===== config.mk =====
export PLATFORM = sky130hd
export DESIGN_NAME = bocc_table
export DESIGN_NICKNAME = d
export VERILOG_FILES = /design/src/bocc_pkg.sv /design/src/bocc_table.sv
export SDC_FILE = /design/constraint.sdc
export NUM_CORES = 1
export LEC_CHECK = 0
export BUFFER_PORTS_ARGS = -buffer_cell sky130_fd_sc_hd__buf_2
export CORE_UTILIZATION = 55
export DETAILED_ROUTE_END_ITERATION = 16
export PLACE_DENSITY_LB_ADDON = 0.05
export SLEW_MARGIN = 30
export SYNTH_ARGS = -nofsm -noshare
export SYNTH_HDL_FRONTEND = slang
export SYNTH_SLANG_ARGS = --single-unit
export TNS_END_PERCENT = 30

===== constraint.sdc =====
create_clock -name clk -period 4.95 [get_ports clk]
set_input_delay 0 -clock clk [delete_from_list [all_inputs] [get_ports clk]]
set_output_delay 0 -clock clk [all_outputs]
set_load 0.1 [all_outputs]

===== src/bocc_pkg.sv =====
package bocc_pkg;

  localparam int COORD_BITS      = 16;
  localparam int CFG_W           = 16;
  localparam int CFG_IDX_W       = 3;
  localparam int MARGIN_W        = 14;
  localparam int COUNT_W         = 5;
  localparam int SLOT_W          = 4;
  localparam int CAUSE_W         = 2;
  localparam int NUM_CORNERS     = 4;
  localparam int NUM_EDGES       = 4;
  localparam int NUM_AXES        = NUM_EDGES + 2;
  localparam int AXIS_X          = NUM_EDGES;
  localparam int AXIS_Y          = NUM_EDGES + 1;
  localparam int MAX_OBSTACLES_DEF = 16;

  localparam int GROW_W  = COORD_BITS + 2;
  localparam int AXIS_W  = COORD_BITS + 1;
  localparam int QPROD_W = COORD_BITS + AXIS_W;
  localparam int RPROD_W = GROW_W + AXIS_W;
  localparam int PROJ_W  = RPROD_W + 1;

  localparam int IN_PAYLOAD_W = SLOT_W + 2 * NUM_CORNERS * COORD_BITS;
  localparam int IN_TDATA_W   = ((IN_PAYLOAD_W + 7) / 8) * 8;
  localparam int OUT_TDATA_W  = ((1 + CAUSE_W + 7) / 8) * 8;

  typedef logic signed [COORD_BITS-1:0] coord_t;
  typedef logic signed [GROW_W-1:0]     grow_t;
  typedef logic signed [AXIS_W-1:0]     axis_t;
  typedef logic signed [QPROD_W-1:0]    qprod_t;
  typedef logic signed [RPROD_W-1:0]    rprod_t;
  typedef logic signed [PROJ_W-1:0]     proj_t;

  typedef struct packed {
    coord_t min_x;
    coord_t min_y;
    coord_t max_x;
    coord_t max_y;
  } box_t;

  typedef struct packed {
    coord_t               bmin_x;
    coord_t               bmin_y;
    coord_t               bmax_x;
    coord_t               bmax_y;
    logic [MARGIN_W-1:0]  margin;
    logic [COUNT_W-1:0]   count;
  } cfg_t;

  typedef struct packed {
    axis_t [NUM_EDGES-1:0] ax;
    axis_t [NUM_EDGES-1:0] ay;
    logic  [NUM_EDGES-1:0] nz;
    proj_t [NUM_AXES-1:0]  pmin;
    proj_t [NUM_AXES-1:0]  pmax;
  } quad_proj_t;

  typedef struct packed {
    logic valid;
    logic hit;
  } hit_t;

  localparam logic FUNC_CHECK = 1'b0;
  localparam logic FUNC_WRITE = 1'b1;

  localparam logic [CAUSE_W-1:0] CAUSE_CLEAR    = 2'd0;
  localparam logic [CAUSE_W-1:0] CAUSE_BOUNDS   = 2'd1;
  localparam logic [CAUSE_W-1:0] CAUSE_OBSTACLE = 2'd2;

  localparam logic [CFG_IDX_W-1:0] REG_BOUND_MIN_X = 3'd0;
  localparam logic [CFG_IDX_W-1:0] REG_BOUND_MIN_Y = 3'd1;
  localparam logic [CFG_IDX_W-1:0] REG_BOUND_MAX_X = 3'd2;
  localparam logic [CFG_IDX_W-1:0] REG_BOUND_MAX_Y = 3'd3;
  localparam logic [CFG_IDX_W-1:0] REG_MARGIN      = 3'd4;
  localparam logic [CFG_IDX_W-1:0] REG_COUNT       = 3'd5;

  localparam coord_t COORD_MIN = {1'b1, {(COORD_BITS-1){1'b0}}};
  localparam coord_t COORD_MAX = {1'b0, {(COORD_BITS-1){1'b1}}};

endpackage


===== src/bocc_table.sv =====
module bocc_table
  import bocc_pkg::*;
#(
  parameter int DEPTH = MAX_OBSTACLES_DEF,
  parameter int AW    = 4
) (
  input  logic          clk,
  input  logic          wr_en,
  input  logic [AW-1:0] wr_addr,
  input  box_t          wr_data,
  input  logic          rd_en,
  input  logic [AW-1:0] rd_addr,
  output box_t          rd_data
);

  box_t mem [DEPTH];
  box_t rd_data_r;

  always_ff @(posedge clk) begin
    if (wr_en) begin
      mem[wr_addr] <= wr_data;
    end
  end

  always_ff @(posedge clk) begin
    if (rd_en) begin
      rd_data_r <= mem[rd_addr];
    end
  end

  assign rd_data = rd_data_r;

endmodule


# Word-level counts from Yosys, hierarchy flattened

Memory sizes are Yosys's and may differ from the RTL's. A register that Yosys moved wholly into a read port is not among the register bits.
Index checks and enable logic that the tools add are counted.

Bits in writable memories: 1,024
Input port bits: 75
Register bits after elaboration: 0
Memories kept: 1

Memory list:

| name | words | bits a word | rd ports | clocked after memory_dff | write ports | RTL line         | text |
|---|---|---|---|---|---|---|---|
| mem  | 16    | 64          | 1        | 1                        | 1           | bocc_table.sv:16 | `box_t mem [DEPTH];` |

Mux-type cells: 2

Operator list:

| operator | count |
|---|---|
| $mux W1  | 2 |

# Longest topological paths before layout

Gate-level depths: netlist (run 1).

Word-level depth: 2
Mapped depth: 6

# Worst setup path before layout (run 1)

No wires, ideal clock.

Path type: input port to flip-flop
Start point: input port wr_addr[2]
End point: memory mem[0][0] in the netlist's numbering, enable pin
Setup time: 0.565 ns
Stages: 2
Setup slack: -0.479 ns
Data arrival time: 4.863 ns
Required time: 4.385 ns
Cell sequence: or3b_2 -> nor3_1

RTL lines:

| item            | RTL line         | text |
|---|---|---|
| start, declared | bocc_table.sv:9  | `input logic [AW-1:0] wr_addr,` |
| end, declared   | bocc_table.sv:16 |  |

Straight into the memory's write port.

==> run_results.csv, run 1 <==
group,metric,value,unit
drt,drc_errors,0,
die,dieArea,74200,sq um
die,core_area,72000,sq um
timing,post-route-period-util,35.0,%
timing,hold-worst-slack,0.110,ns
grt,globalRouteOverflowTotal,0,
drt,drt_pass1_iterations,7,
cts,clock-root-buffer,"clkbuf_16",
job,maxCapViolations,0,
power_and_ir_drop,p_per_area,419,nW/um^2
cts,cts_made_buffers,108,
synthesis,ys_seq_area_share,81.2,%
critical_path,path_class,"primary input to flop",
critical_path,critPathLaunchType,"primary input",
timing,period_needed,1.73,ns
synthesis,syn_avg_cell_area,24.4,sq um
die,num_rows,98,
die,die_x,272,um
cts,cts.sinks,1088,
power_and_ir_drop,p_comb_share,6.4,%
die,ioPinCount,139,
timing,worstMarginPinSlew,0.919,ns
synthesis,syn_area,40200,sq um
critical_path,cp_max_fo,72,
status,status,"finished clean",
power_and_ir_drop,intPower,0.0152,W
timing,hold_viol_final,0,
place,gp_congestion,0.711,
timing,max_freq,577,MHz
finish,drive_above_1_share,30.5,%
grt,grt_use_total,24.3,%
drt,num_vias,18400,
finish,nFillCells,4817,
place,dp_hpwl,40.6,mm
power_and_ir_drop,power_switching,0.00420,W
cts,post_cts_buffers,0,
place,place_area,42300,sq um
synthesis,synthDistinctLibCells,17,
cts,clk_pin_slew,0.06,ns
grt,antenna_found_initial,3,
synthesis,yosys_warnings,0,
power_and_ir_drop,sw_frac_of_total,21.7,%
timing,grt_setup_unrepaired,"no",
critical_path,setup.worst_path.end_class,"flop",
critical_path,worstPathArrival,2.13,ns
power_and_ir_drop,leakagePower,14.9,nW
grt,grt_pass1_wl,129,mm
power_and_ir_drop,sequentialPowerShare,53.8,%
critical_path,crit_required,5.35,ns
cts,clk_latency,0.64,ns
timing,fin_skew,0.0101,ns
timing,slew_headroom,38.7,%
place,portBuffers,138,
finish,syn2layout_area_growth,15.2,%
grt,grt_pass1_vias,19300,
min_path,worst_hold_path_type,"primary input to flop",
cts,cts-htree-levels,3,
cts,cts_tree,"built",
synthesis,synth_seq_cells,1088,
synthesis,synthCells,1647,
drt,routed_via_density,6.23,
die,start_util,55.9,%
grt,grt_max_degree,83,
drt,wl,87.8,mm
timing,slew_violations,0,
finish,finalInstanceArea,46300,sq um
power_and_ir_drop,p_clk_share,39.8,%
drt,detail-route-antenna-nets,0,
finish,final_util,64.4,%
drt,routedWlPerCell,29.6,um
drt,drt_iter0_drc,2105,
finish,nNetsFinal,1993,
cts,cts_buffer_depth,3,
timing,setup_viol,0,
die,fp.dieH,272,um
power_and_ir_drop,ir_drop,0.290,mV
synthesis,syn_nets,1722,
## stage by stage
step           total power [W]  TNS (ns)  setup slack (ns)  std cells
2_1_floorplan           0.0114    -17.87            -0.178       1647
3_3_place_gp            0.0118         0              2.52       2692
3_5_place_dp            0.0118         0              2.49       2692
4_1_cts                 0.0196         0              3.20       2958
5_1_grt                 0.0200         0              3.06       2960
6_report                0.0194         0              3.22       2960
## state kept, by name, summed over array words and instances (netlist names)
register  cells
mem        1024
rd_data      64
## cells in the final DEF, fill, tap and decap left out, drive strengths merged
cell type,Yosys,final
edfxtp,1088,1088
mux4,256,256
buf,48,180
clkbuf,36,129
a22oi,128,128
nand2,65,65
dlygate4sd3,0,65
clkinv,0,65
nor2,13,13
bufinv,0,6
nor3,4,4
nor2b,2,2
nand3b,2,2
nand2b,2,2
diode,0,1
and2,1,1
nand3,1,1
or3b,1,1
clkinvlp,0,1
## cell usage after synthesis
library cell     n  area [sq um]
nor3_1           4          20.0
buf_2           13          65.1
nor2_1          13          48.8
buf_1           16          60.1
buf_4            6          45.0
edfxtp_1      1088         32700
or3b_2           1          8.76
nand3_1          1          5.00
buf_6           13           146
nand2_1         65           244
clkbuf_1        36           135
mux4_2         256          5770
and2_1           1          6.26
nand3b_1         2          15.0
nand2b_1         2          12.5
a22oi_1        128           961
nor2b_1          2          12.5
## layout make-up
| type | count | area, sq um | share of cell area (%) |
|---|---|---|---|
| diodes | 1 | 2.50 | 0.00540 |
| clock buffers | 129 | 2890 | 6.23 |
| clock inverters | 72 | 477 | 1.03 |
| multi-input cells | 475 | 7250 | 15.6 |
| flip-flops and latches | 1088 | 32700 | 70.5 |
| well taps | 950 | 1190 | 2.57 |
| repair buffers | 245 | 1860 | 4.02 |
## cell families (layout without fill, tap and decap cells)
| logic type | after synthesis | count (layout) | synth area share, % |
|---|---|---|---|
| compound gates | 128 | 128 | 2.39 |
| flops | 1088 | 1088 | 81.2 |
| buf+inv | 84 | 446 | 1.12 |
| mux | 256 | 256 | 14.3 |
| simple gates | 91 | 91 | 0.927 |
| other cells | 0 | 1 | 0 |
## path summary, 6_finish.rpt
check / start / endpoint / slack [ns] / cells past startpoint
max reg2reg: mem[3][13]$_DFFE_PP_ / rd_data[13]$_DFFE_PP_ / 3.44 / 3
min: rd_addr[2] / rd_data[14]$_DFFE_PP_ / 0.11 / 4
min reg2reg: mem[14][51]$_DFFE_PP_ / rd_data[51]$_DFFE_PP_ / 0.74 / 3
max: rd_addr[0] / rd_data[25]$_DFFE_PP_ / 3.22 / 5
## worst max-delay path, cell delays in order
cell and delay [ns]:
buf_8 0.64, buf_12 0.46, mux4_2 0.57, a22oi_1 0.26
nand2_1 0.07
## what timing repair did
item | 4_1_cts | 5_1_grt
resized for setup | 0 | 0
hold buffers | 65 | 0
hold endpoints to repair | 1055 | 0
endpoints found under the setup margin | 0 | 0
## layer usage
metal	GRT usage (%)	up-vias	part of all wire, %
met5	0	-	0.023
met4	6.43	4	1.9
met3	3.98	121	6.7
met2	38.1	653	48
met1	36.3	9984	43
li1	-	7670	-
## power by group through the flow
stage,Sequential [W],Combinational (W),Clock (W)
detailed placement,0.0106,0.00120,0
floorplan,0.0110,0.000492,0
finish,0.0104,0.00124,0.00774
CTS,0.0104,0.00125,0.00788
global placement,0.0106,0.00118,0
global route,0.0105,0.00131,0.00823
Power figures use the tool's default switching activity.
==> run 2, diff against run 1 <==
--- a/config.mk
+++ b/config.mk
@@ -6,7 +6,7 @@
 export NUM_CORES = 1
 export LEC_CHECK = 0
 export BUFFER_PORTS_ARGS = -buffer_cell sky130_fd_sc_hd__buf_2
-export CORE_UTILIZATION = 55
+export CORE_UTILIZATION = 56
 export DETAILED_ROUTE_END_ITERATION = 16
 export PLACE_DENSITY_LB_ADDON = 0.05
 export SLEW_MARGIN = 30
==> constraint.sdc (replaced) <==
create_clock -name clk -period 1.6 [get_ports clk]
set_input_delay 0 -clock clk [delete_from_list [all_inputs] [get_ports clk]]
set_output_delay 0 -clock clk [all_outputs]
set_load 0.1 [all_outputs]
==> run 2 against run 1 <==
Via count is 2.8% higher. Critical endpoint is now rd_data[16]. Sequential power grew to 3.1 times the previous value. Non-clock buffer count up 122. Core utilization up 3.8 points. Critical path depth shrank 4. Sequential cell count stayed put. Largest power group unchanged. Worst hold slack got worse by 0.027 ns. Clock-buffer cell count grew 2. Total power rose to 3.1 times the previous value. Wire length is 3.4% higher. Sequential share of layout area is 2.6 points lower.
==> run_results.csv, run 2 (synthesis results as in run 1) <==
group,metric,value,unit
grt,grt_pass1_wl,133,mm
finish,nNetsFinal,2113,
die,ioPinCount,139,
timing,grt_setup_unrepaired,"no",
critical_path,crit_required,1.60,ns
critical_path,path_depth,1,
timing,slew_violations,0,
timing,setup_tns,0,ns
drt,routed_via_density,6.19,
critical_path,crit_chain,"buf_2",
critical_path,cp_max_fo,1,
critical_path,timing.rr.start,"mem[3][40]$_DFFE_PP_",
power_and_ir_drop,p_total,0.0604,W
die,die_x,270,um
finish,layout_common_cells,"1088 x edfxtp_1, 256 x mux4_2, 134 x buf_2, 128 x a22oi_1, 109 x clkbuf_16",
drt,detail-route-antenna-nets,0,
timing,period_needed,1.56,ns
critical_path,path_class,"flop to output port",
timing,max_freq,641,MHz
die,core_area,70500,sq um
cts,cts_made_buffers,106,
critical_path,worstPathArrival,1.56,ns
drt,num_vias,18900,
cts,clk_pin_slew,0.06,ns
drt,drc_errors,0,
cts,clock-root-buffer,"clkbuf_16",
critical_path,reg2reg_slack,0.13,ns
critical_path,rr_worst_depth,3,
grt,antenna_found_initial,5,
critical_path,crit_path_top_delay_cell,"buf_2",
timing,hold_viol_final,0,
finish,nFillCells,4368,
power_and_ir_drop,p_per_area,1260,nW/um^2
cts,cts.sinks,1088,
place,dp_slack,-0.0885,ns
status,status,"finished clean",
die,dieArea,72900,sq um
drt,wl,90.8,mm
place,portBuffers,138,
grt,grt_max_degree,42,
timing,fin_skew,0.0203,ns
die,start_util,57.0,%
finish,final_util,68.2,%
critical_path,crit_buf_inv,1,
critical_path,endpoint,"rd_data[16]",
critical_path,cpPeakStageDelay,0.47,ns
drt,drt_pass1_iterations,5,
finish,layout_commonest_cell,"edfxtp_1",
job,maxCapViolations,0,
die,fp.dieH,270,um
cts,cts_buffer_depth,3,
timing,hold-worst-slack,0.0827,ns
finish,largest_reg_flops,1024,
cts,cts-htree-levels,3,
grt,globalRouteOverflowTotal,0,
critical_path,crit_start,"rd_data[16]$_DFFE_PP_",
critical_path,setup.worst_path.end_class,"output port",
power_and_ir_drop,leakagePower,15.7,nW
power_and_ir_drop,ir_drop,1.23,mV
grt,grt_use_total,25.6,%
timing,layout_setup_ws,0.0389,ns
finish,drive_above_1_share,34.0,%
finish,syn2layout_area_growth,19.5,%
cts,clk_latency,0.66,ns
timing,slew_headroom,62.3,%
place,dp_hpwl,50.1,mm
cts,cts_tree,"built",
timing,setup_viol,0,
drt,drt_iter0_drc,1823,
critical_path,path_delay_family,"buffers and inverters",
timing,post-route-period-util,97.6,%
critical_path,critPathLaunchType,"flop",
timing,worstMarginPinSlew,0.570,ns
place,gp_congestion,0.747,
min_path,worst_hold_path_type,"primary input to flop",
finish,top_register,"mem",
grt,grt_pass1_vias,19700,
drt,routedWlPerCell,29.7,um
die,num_rows,97,
critical_path,rr_endpoint,"rd_data[40]$_DFFE_PP_",
run 2: cell types whose count changed in the layout (fill, tap and decap cells not counted), moves of 2 or more:
| cell | previous run | this run |
|---|---|---|
| buf_4 | 29 | 81 |
| nor3_2 | 2 | 0 |
| bufinv_16 | 6 | 9 |
| dlygate4sd3_1 | 65 | 69 |
| inv_6 | 0 | 3 |
| clkinv_2 | 36 | 15 |
| clkinv_1 | 29 | 23 |
| buf_12 | 13 | 81 |
| nor3_4 | 2 | 4 |
| clkinvlp_4 | 1 | 7 |
| clkbuf_16 | 113 | 109 |
| clkbuf_1 | 16 | 22 |
run 2: how the worst min path moves through the flow:
stage / depth (start not counted) / end / slack (ns) / startpoint
after detailed placement: 1 / mem[14][29]$_DFFE_PP_ / 0.38 / wr_data[29]
after global routing: 4 / mem[4][0]$_DFFE_PP_ / 0.08 / wr_addr[1]
after CTS: 4 / mem[4][0]$_DFFE_PP_ / 0.06 / wr_addr[1]
after global placement: 1 / mem[7][20]$_DFFE_PP_ / 0.36 / wr_data[20]
final: 4 / mem[4][28]$_DFFE_PP_ / 0.08 / wr_addr[0]
after floorplan: 0 / mem[0][0]$_DFFE_PP_ / 0.1 / wr_data[0]
run 2: layout make-up:
cell class | instances | area [sq um] | share of cell area [%]
tap | 940 | 1180 | 2.45
antenna | 1 | 2.50 | 0.00521
sequential | 1088 | 32700 | 68.0
clock buffer | 131 | 2810 | 5.85
clock inverter | 58 | 519 | 1.08
timing repair buffer | 367 | 3620 | 7.53
multi-input combinational | 475 | 7270 | 15.1
run 2: through the flow:
stage          area, sq um  instances
6_report             48100       3060
5_1_grt              48100       3059
4_1_cts              48100       3057
3_5_place_dp         44000       2799
3_3_place_gp         44000       2799
2_1_floorplan        40300       1647
run 2: where the power goes:
part           switching [W]  internal (W)  total [W]  leakage (nW)
Combinational        0.00273       0.00148    0.00421          4.16
Clock                 0.0101        0.0138     0.0239          1.61
Sequential          0.000190        0.0321     0.0323          9.89
Total                 0.0130        0.0474     0.0604          15.7
run 2: metal layers:
metal / vias up / wire [um] / global-route usage (%)
met5: - / 57 / 0
met4: 8 / 1860 / 6.13
met3: 133 / 5570 / 3.99
met2: 649 / 45800 / 42.2
met1: 10200 / 37400 / 36.6
li1: 7910 / - / -
run 2: timing repair:
item	4_1_cts	5_1_grt
setup endpoints to repair	1	1
hold endpoints to repair	1064	0
gates resized for setup	1	0
pin swaps	0	1
hold buffers	69	0
buffers inserted	0	2
